==> src/rtl/core/bldc_olc_pkg.sv <==
// ----------------------------------------------------------------------------
// BLDC open-loop commutator package
// Shared types, register indexes, reset values and helper functions.
// ----------------------------------------------------------------------------
package bldc_olc_pkg;

   // Register indexes on the configuration port (byte address / 4).
   localparam logic [2:0] REG_TURN_DIRECTION     = 3'd0;
   localparam logic [2:0] REG_RAMP_TARGET_LEVEL  = 3'd1;
   localparam logic [2:0] REG_START_INTERVAL     = 3'd2;
   localparam logic [2:0] REG_SHORTEST_INTERVAL  = 3'd3;
   localparam logic [2:0] REG_INTERVAL_DECREMENT = 3'd4;

   // Direction codes; any other code means stop.
   localparam logic [1:0] DIR_FORWARD = 2'd0;
   localparam logic [1:0] DIR_REVERSE = 2'd1;

   // Last valid rotor position of the six-step sequence.
   localparam logic [2:0] POS_LAST = 3'd5;

   // Reset values of the configuration registers.
   localparam logic [1:0]  TURN_DIRECTION_RESET     = DIR_FORWARD;
   localparam logic [7:0]  RAMP_TARGET_RESET        = 8'd30;
   localparam logic [15:0] START_INTERVAL_RESET     = 16'd800;
   localparam logic [15:0] SHORTEST_INTERVAL_RESET  = 16'd150;
   localparam logic [15:0] INTERVAL_DECREMENT_RESET = 16'd2;

   typedef struct packed {
      logic [1:0]  turn_direction;
      logic [7:0]  ramp_target_level;
      logic [15:0] start_interval;
      logic [15:0] shortest_interval;
      logic [15:0] interval_decrement;
   } cfg_type;

   // A write of the start interval reloads the interval and clears the count.
   typedef struct packed {
      logic        load;
      logic [15:0] value;
   } reload_type;

   typedef struct packed {
      logic [5:0] gate_enable_pattern;
      logic [7:0] duty_level;
      logic       commutated;
      logic [2:0] rotor_step;
   } rsp_type;

   // Shorten an interval by the decrement, never going below the floor.
   function automatic logic [15:0] shorten(input logic [15:0] len,
                                           input logic [15:0] dec,
                                           input logic [15:0] floor_len);
      logic [15:0] diff;
      diff = len - dec;
      if ((len > dec) && (diff > floor_len)) begin
         return diff;
      end
      return floor_len;
   endfunction

   // Gate enables for each rotor position; unused codes switch everything off.
   function automatic logic [5:0] step_pattern(input logic [2:0] pos);
      logic [5:0] pat;
      case (pos)
         3'd0:    pat = 6'b001001;
         3'd1:    pat = 6'b100001;
         3'd2:    pat = 6'b100100;
         3'd3:    pat = 6'b000110;
         3'd4:    pat = 6'b010010;
         3'd5:    pat = 6'b011000;
         default: pat = 6'b000000;
      endcase
      return pat;
   endfunction

   localparam logic [15:0] INTERVAL_RESET =
      shorten(START_INTERVAL_RESET, INTERVAL_DECREMENT_RESET, SHORTEST_INTERVAL_RESET);

endpackage

==> src/rtl/core/bldc_olc_csr.sv <==
// ----------------------------------------------------------------------------
// BLDC open-loop commutator configuration registers
// APB-style register file holding direction, ramp target and interval set-up.
// ----------------------------------------------------------------------------
module bldc_olc_csr (
   input  logic                     clock,
   input  logic                     reset,
   input  logic                     psel,
   input  logic                     penable,
   input  logic                     pwrite,
   input  logic [4:0]               paddr,
   input  logic [31:0]              pwdata,
   output logic [31:0]              prdata,
   output logic                     pready,
   output bldc_olc_pkg::cfg_type    cfg,
   output bldc_olc_pkg::reload_type reload
);
   import bldc_olc_pkg::*;

   cfg_type    cfg_ff;
   cfg_type    cfg_in;
   logic       wr_en;
   logic [2:0] reg_index;

   assign pready    = 1'b1;
   assign reg_index = paddr[4:2];
   assign wr_en     = psel & penable & pwrite;

   always_comb begin
      cfg_in = cfg_ff;
      if (wr_en) begin
         unique case (reg_index)
            REG_TURN_DIRECTION:     cfg_in.turn_direction     = pwdata[1:0];
            REG_RAMP_TARGET_LEVEL:  cfg_in.ramp_target_level  = pwdata[7:0];
            REG_START_INTERVAL:     cfg_in.start_interval     = pwdata[15:0];
            REG_SHORTEST_INTERVAL:  cfg_in.shortest_interval  = pwdata[15:0];
            REG_INTERVAL_DECREMENT: cfg_in.interval_decrement = pwdata[15:0];
            default: ;
         endcase
      end
   end

   always_ff @(posedge clock) begin
      if (reset) begin
         cfg_ff.turn_direction     <= TURN_DIRECTION_RESET;
         cfg_ff.ramp_target_level  <= RAMP_TARGET_RESET;
         cfg_ff.start_interval     <= START_INTERVAL_RESET;
         cfg_ff.shortest_interval  <= SHORTEST_INTERVAL_RESET;
         cfg_ff.interval_decrement <= INTERVAL_DECREMENT_RESET;
      end else begin
         cfg_ff <= cfg_in;
      end
   end

   always_comb begin
      unique case (reg_index)
         REG_TURN_DIRECTION:     prdata = {30'd0, cfg_ff.turn_direction};
         REG_RAMP_TARGET_LEVEL:  prdata = {24'd0, cfg_ff.ramp_target_level};
         REG_START_INTERVAL:     prdata = {16'd0, cfg_ff.start_interval};
         REG_SHORTEST_INTERVAL:  prdata = {16'd0, cfg_ff.shortest_interval};
         REG_INTERVAL_DECREMENT: prdata = {16'd0, cfg_ff.interval_decrement};
         default:                prdata = 32'd0;
      endcase
   end

   assign cfg          = cfg_ff;
   assign reload.load  = wr_en && (reg_index == REG_START_INTERVAL);
   assign reload.value = pwdata[15:0];

endmodule

==> src/rtl/core/bldc_olc_step.sv <==
// ----------------------------------------------------------------------------
// BLDC open-loop commutator step unit
// Holds the commutation state; updates it on each advanced request or a reload.
// ----------------------------------------------------------------------------
module bldc_olc_step (
   input  logic                     clock,
   input  logic                     reset,
   input  logic                     advance,
   input  logic                     tick,
   input  bldc_olc_pkg::cfg_type    cfg,
   input  bldc_olc_pkg::reload_type reload,
   output bldc_olc_pkg::rsp_type    rsp
);
   import bldc_olc_pkg::*;

   logic [7:0]  drive_ff,     drive_in;
   logic [15:0] interval_ff,  interval_in;
   logic [15:0] elapsed_ff,   elapsed_in;
   logic [2:0]  position_ff,  position_in;
   logic [5:0]  pattern_ff,   pattern_in;
   logic [7:0]  duty_ff,      duty_in;
   logic        commutated_ff, commutated_in;

   logic [15:0] elapsed_inc;
   logic [8:0]  drive_up;
   logic        hit;

   always_comb begin
      elapsed_inc = (elapsed_ff == 16'hFFFF) ? elapsed_ff : elapsed_ff + 16'd1;
      hit         = tick && (elapsed_inc >= interval_ff);
      drive_up    = {1'b0, drive_ff} + 9'd1;

      drive_in      = drive_ff;
      interval_in   = interval_ff;
      elapsed_in    = elapsed_ff;
      position_in   = position_ff;
      pattern_in    = pattern_ff;
      duty_in       = duty_ff;
      commutated_in = commutated_ff;

      if (reload.load) begin
         // User writes configuration only while idle (unenforced); reload wins.
         interval_in = shorten(reload.value, cfg.interval_decrement,
                               cfg.shortest_interval);
         elapsed_in  = 16'd0;
      end else if (advance) begin
         commutated_in = hit;
         if (tick) begin
            elapsed_in = hit ? 16'd0 : elapsed_inc;
         end
         if (hit) begin
            pattern_in = step_pattern(position_ff);
            case (cfg.turn_direction)
               DIR_FORWARD: position_in = (position_ff >= POS_LAST) ? 3'd0
                                                                   : position_ff + 3'd1;
               DIR_REVERSE: position_in = ((position_ff == 3'd0) || (position_ff > POS_LAST))
                                          ? POS_LAST : position_ff - 3'd1;
               default:     position_in = 3'd0;
            endcase
            duty_in  = ((cfg.turn_direction == DIR_FORWARD) ||
                        (cfg.turn_direction == DIR_REVERSE)) ? drive_ff : 8'd0;
            drive_in = (drive_up < {1'b0, cfg.ramp_target_level}) ? drive_up[7:0]
                                                                   : cfg.ramp_target_level;
            interval_in = shorten(interval_ff, cfg.interval_decrement,
                                  cfg.shortest_interval);
         end
      end
   end

   always_ff @(posedge clock) begin
      if (reset) begin
         drive_ff    <= 8'd0;
         interval_ff <= INTERVAL_RESET;
         elapsed_ff  <= 16'd0;
         position_ff <= 3'd0;
         pattern_ff  <= 6'd0;
         duty_ff     <= 8'd0;
      end else begin
         drive_ff    <= drive_in;
         interval_ff <= interval_in;
         elapsed_ff  <= elapsed_in;
         position_ff <= position_in;
         pattern_ff  <= pattern_in;
         duty_ff     <= duty_in;
      end
   end

   always_ff @(posedge clock) begin
      commutated_ff <= commutated_in;
   end

   assign rsp.gate_enable_pattern = pattern_ff;
   assign rsp.duty_level          = duty_ff;
   assign rsp.commutated          = commutated_ff;
   assign rsp.rotor_step          = position_ff;

endmodule

==> src/rtl/core/bldc_olc_top.sv <==
// ----------------------------------------------------------------------------
// BLDC open-loop commutator top level
// Six-step open-loop start-up sequencer for a three-phase BLDC bridge.
// ----------------------------------------------------------------------------
//
//  Channel   Direction  Handshake            Payload
//  req_      in         req_valid/req_stall  tick
//  rsp_      out        rsp_valid/rsp_stall  gate_enable_pattern, duty_level,
//                                            commutated, rotor_step
//  APB       in/out     psel/penable/pready  paddr, pwdata, prdata
//
// One request is accepted per clock while req_stall is low; each request yields exactly one
// response, the path being one input register and one result register.
// The limiting loop is the state update in the step unit.
// Reset is synchronous and active high; it restores the register defaults
// and sets the interval to the start interval less one decrement.
// A stalled response holds its register; the input register keeps accepting
// while the response side drains, and req_stall rises only when both are full.
// ----------------------------------------------------------------------------
module bldc_open_loop_commutator_top (
   input  logic        clock,
   input  logic        reset,
   // Request channel
   input  logic        req_valid,
   output logic        req_stall,
   input  logic        req_tick,
   // Response channel
   output logic        rsp_valid,
   input  logic        rsp_stall,
   output logic [5:0]  rsp_gate_enable_pattern,
   output logic [7:0]  rsp_duty_level,
   output logic        rsp_commutated,
   output logic [2:0]  rsp_rotor_step,
   // Configuration port
   input  logic        psel,
   input  logic        penable,
   input  logic        pwrite,
   input  logic [4:0]  paddr,
   input  logic [31:0] pwdata,
   output logic [31:0] prdata,
   output logic        pready
);
   import bldc_olc_pkg::*;

   cfg_type    cfg;
   reload_type reload;
   rsp_type    rsp;

   logic in_valid_ff, in_valid_in;
   logic in_tick_ff;
   logic out_valid_ff, out_valid_in;
   logic advance;
   logic req_take;

   // The held request moves into the state update whenever the result
   // register is empty or its current contents are being taken this cycle.
   assign advance   = in_valid_ff & (~out_valid_ff | ~rsp_stall);
   assign req_stall = in_valid_ff & ~advance;
   assign req_take  = req_valid & ~req_stall;

   always_comb begin
      in_valid_in  = req_take | (in_valid_ff & ~advance);
      out_valid_in = advance | (out_valid_ff & rsp_stall);
   end

   always_ff @(posedge clock) begin
      if (reset) begin
         in_valid_ff  <= 1'b0;
         out_valid_ff <= 1'b0;
      end else begin
         in_valid_ff  <= in_valid_in;
         out_valid_ff <= out_valid_in;
      end
   end

   // The request payload only changes when a new request is taken.
   always_ff @(posedge clock) begin
      if (req_take) begin
         in_tick_ff <= req_tick;
      end
   end

   bldc_olc_csr u_csr (
      .clock   (clock),
      .reset   (reset),
      .psel    (psel),
      .penable (penable),
      .pwrite  (pwrite),
      .paddr   (paddr),
      .pwdata  (pwdata),
      .prdata  (prdata),
      .pready  (pready),
      .cfg     (cfg),
      .reload  (reload)
   );

   bldc_olc_step u_step (
      .clock   (clock),
      .reset   (reset),
      .advance (advance),
      .tick    (in_tick_ff),
      .cfg     (cfg),
      .reload  (reload),
      .rsp     (rsp)
   );

   assign rsp_valid               = out_valid_ff;
   assign rsp_gate_enable_pattern = rsp.gate_enable_pattern;
   assign rsp_duty_level          = rsp.duty_level;
   assign rsp_commutated          = rsp.commutated;
   assign rsp_rotor_step          = rsp.rotor_step;

endmodule
==> config.mk <==
export PLATFORM = sky130hd
export DESIGN_NAME = bldc_open_loop_commutator_top
export DESIGN_NICKNAME = d
export VERILOG_FILES = /design/src/rtl/core/bldc_olc_pkg.sv /design/src/rtl/core/bldc_olc_csr.sv /design/src/rtl/core/bldc_olc_step.sv /design/src/rtl/core/bldc_olc_top.sv
export SDC_FILE = /design/constraint.sdc
export NUM_CORES = 1
export LEC_CHECK = 0
export BUFFER_PORTS_ARGS = -buffer_cell sky130_fd_sc_hd__buf_4
export CAP_MARGIN = 30
export CORE_ASPECT_RATIO = 2
export CORE_MARGIN = 5
export CORE_UTILIZATION = 54
export DETAILED_ROUTE_END_ITERATION = 7
export PLACE_DENSITY = 0.87
export SYNTH_ARGS = -nofsm -noshare
export SYNTH_HDL_FRONTEND = slang
export SYNTH_SLANG_ARGS = --single-unit
==> constraint.sdc <==
create_clock -name clock -period 3.9 [get_ports clock]
set_input_delay 0 -clock clock [delete_from_list [all_inputs] [get_ports clock]]
set_output_delay 0 -clock clock [all_outputs]
set_load 0.005 [all_outputs]
==> impl_results.md <==
* Run status: finished, violations left
* Failing checks: design-rule violations, negative setup slack
* Top flip-flop cell by instance count after synthesis: sky130_fd_sc_hd__dfxtp_1
* Worst Setup End Kind: flip-flop
* CTS tree: done
* Clock-pin slew reported for the worst setup and hold paths after clock tree synthesis at 0.06 ns
* Ratio of total power to cell area at 307 mW/mm^2
* Vias in the first global route at 11,000
* Clock latency on the worst-skew pair at 0.46 ns
* Post-place setup slack at -0.520 ns
* Remaining routing DRC violations at 43
* Share of the synthesized area in the top cell type at 26.2%
* Synth Register Bits at 119
* FILL cells at 817
* Worst voltage drop across the vdd grid at 0.399 mV
* Routed WL per cell at 27.7 um
* Vert. Die Dim at 192 um
* Max-slew headroom at 33.8%
* RSZ-0062 raised after global routing: true
* Number of warnings printed during yosys synthesis at 0
* Met1 Track Usage GR at 35.4%
* Met2 usage at 63.2%
* Gr busiest metal: met2
* Chip width at 101 um
* Number of flops mapped to enable cells by yosys at 2
* Number of unique standard cell types used by synthesis at 78
* Final core occ at 77.4%
* Total number of vias at 11,800
* Final critical-path setup slack at -0.885 ns
* Worst hold path type: in -> reg
* Number of H-tree branching levels at 4
* Wire length of the first global-routing pass at 55.5 mm
* Clock sink count at 119
* Layout-stage area growth over the synthesis result at 40.9%
* Core region area at 0.0163 sq mm
* Root Buffer Master: sky130_fd_sc_hd__clkbuf_16
* Count of inserted antenna diode cells at 0
* Crit path time final at 4.78 ns
* Most frequent cell on the critical path: sky130_fd_sc_hd__buf_4
* First-iteration detailed-routing DRC count at 1,846
* DPL Wire Length at 23.2 mm
* Maximum frequency from static timing analysis at 0.209 GHz
* Cell with the most instances after synthesis: sky130_fd_sc_hd__nand2_1
* Area of the mapped netlist at 0.00894 sq mm
* Port buffer count at 62
* Critical Path AT at 5.13 ns
* Final count of hold timing violations at 0
* Final slew viol count at 0
* Synth cell count leaders: sky130_fd_sc_hd__nand2_1, sky130_fd_sc_hd__a21oi_1, sky130_fd_sc_hd__dfxtp_1
* Remaining Overflow, GRT at 0
* Clock Skews at 0.0114 ns
* Max-capacitance violation count at 0
* Final number of setup-violating endpoints at 48
* Largest net degree at the start of global routing at 81
* Delay of the slowest cell on the worst path at 0.47 ns
* Ys async rst share at 0%
* Area of the die at 0.0194 sq mm
* Synthesized area divided by synthesized cell count at 7.66 sq um
* Post-layout total power at 3.87 mW
* CP max FO at 8
* Crit path required time at 4.25 ns
* Detailed-router iteration count before antenna repair at 8
* Final worst hold slack at 0.149 ns
* Final standard cell area without fillers at 0.0126 sq mm
* Met3 track demand over resource in global routing at 7.67%
* Crit start category: flip-flop
* Period utilization at 123%
* Critical-path cell with the highest stage delay: sky130_fd_sc_hd__nor3b_4
* Net count reported at finish at 1,555
* Cell taking the most area after synthesis: sky130_fd_sc_hd__dfxtp_1
* Top-Level Pins at 98
* Initial cell density of the core at 55.0%
* TritonCTS buffer count at 17
* Cell types occupying the most area after synthesis: sky130_fd_sc_hd__dfxtp_1, sky130_fd_sc_hd__ha_1, sky130_fd_sc_hd__nand2_1
* Cell area after placement at 0.0106 sq mm
* GPL Wtd Cong at 0.963
* Initial antenna violation count at 0
* Worst-path cell chain: inv_2, ha_2, a21oi_2, nor3b_4, a21oi_4, buf_4, a21oi_2, o21ai_1, xor2_1, ha_1, nand4_1, buf_4, buf_4, o41ai_4, nor4_4, buf_6, buf_12, a32oi_1, o311ai_1, a21oi_1
* Global router's overall resource usage at 37.3%
* Classification of the worst setup path: reg -> reg
* Remaining number of nets flagged by the antenna check after routing at 0
* Least-Margin Pin Slew at 0.993 ns
* Post-Syn Instances at 1,167
* Static leakage power at 5.34 nW
* Fraction of layout cells with a size suffix above 1 at 29.5%
* Vias per inst at 7.23
* Maximum buffer depth of the clock tree at 2
* Sequential share of the synthesized area at 26.9%
* Routed Wire Length at 45.1 mm
* Row count at 66
[cell type report]
| class | count | area, sq um | share of cell area (%) |
|---|---|---|---|
| sequential | 119 | 2420 | 19.2 |
| timing repair buffer | 281 | 2330 | 18.5 |
| multi-input combinational | 918 | 6660 | 52.9 |
| clock inverter | 10 | 141 | 1.12 |
| tap | 204 | 255 | 2.03 |
| clock buffer | 21 | 492 | 3.91 |
| inverter | 77 | 292 | 2.32 |
[placed cells by master (no fill, tap or decap), types with 20 or more instances in the layout]
cell type                       instances
sky130_fd_sc_hd__clkbuf_16             21
sky130_fd_sc_hd__a21oi_1              108
sky130_fd_sc_hd__dfxtp_1              110
sky130_fd_sc_hd__nand3_1               28
sky130_fd_sc_hd__o21ai_0               49
sky130_fd_sc_hd__dlygate4sd3_1         20
sky130_fd_sc_hd__nand2_1              187
sky130_fd_sc_hd__mux2i_1               26
sky130_fd_sc_hd__inv_1                 73
sky130_fd_sc_hd__ha_1                  79
sky130_fd_sc_hd__buf_4                238
sky130_fd_sc_hd__nor2_1                70
sky130_fd_sc_hd__xnor2_1               25
[flip-flops by register name, summed over array words and instances, names as in the netlist]
signal	count
u_step.drive_ff	8
rsp_valid	1
in_valid_ff	1
u_step.commutated_ff	1
u_step.duty_ff	8
u_step.interval_ff	16
in_tick_ff	1
u_csr.cfg	58
u_step.elapsed_ff	16
u_step.pattern_ff	6
u_step.position_ff	3
[path summary, 6_finish.rpt]
path / startpoint / to / slack, ns / cells past startpoint
max: u_csr.cfg[4] / u_step.interval_ff[7] / -0.88 / 20
min: pwrite / u_csr.cfg[19] / 0.15 / 5
max reg2reg: u_csr.cfg[4] / u_step.interval_ff[7] / -0.88 / 20
min reg2reg: u_csr.cfg[43] / u_csr.cfg[43] / 0.46 / 2
[worst max-delay path: cells and delay by family (launching register included)]
kind,cells,cell delay (ns)
xor+xnor,1,0.21
simple gates,3,0.74
flops,1,0.38
compound gates,8,1.80
buf+inv,6,0.90
fa+ha+maj,2,0.63
[per-stage QoR]
| step | TNS (ns) | instances |
|---|---|---|
| floorplan | -0.221 | 1182 |
| global placement | -4.03 | 1532 |
| detailed placement | -6.95 | 1533 |
| CTS | -2.30 | 1608 |
| global route | -22.90 | 1630 |
| finish | -16.13 | 1630 |
[metal layers]
layer / wire, um / part of all wire [%] / vias up
li1: - / - / 4603
met1: 12600 / 28 / 5246
met2: 20100 / 44 / 1296
met3: 6060 / 13 / 634
met4: 6400 / 14 / 0
met5: 0 / 0 / -
[what timing repair did]
| item | in CTS | in global routing |
|---|---|---|
| gates resized for setup | 45 | 97 |
| setup endpoints to repair | 38 | 58 |
| endpoints found under the hold margin | 59 | 0 |
| pin swaps | 23 | 58 |
| hold buffers | 20 | 0 |
| cloned | 0 | 3 |
| buffers inserted | 24 | 21 |
[cell families after synthesis]
logic type	Yosys count	share of synthesized area, %
AO/OA/AOI/OAI	317	23.1
XOR/XNOR	42	4.11
adder cells (fa/ha/maj)	96	13.6
buffers and inverters	145	6.91
flip-flops	119	26.9
multiplexers	29	3.29
other	2	0.0840
AND/OR/NAND/NOR	417	22.1
[power breakdown]
part | internal, mW | total, mW | switching, mW | leakage (nW)
clock network | 1.09 | 1.73 | 0.638 | 0.307
logic | 0.381 | 0.903 | 0.522 | 4.07
registers | 1.23 | 1.24 | 0.0104 | 0.966
Power figures use the tool's default switching activity.
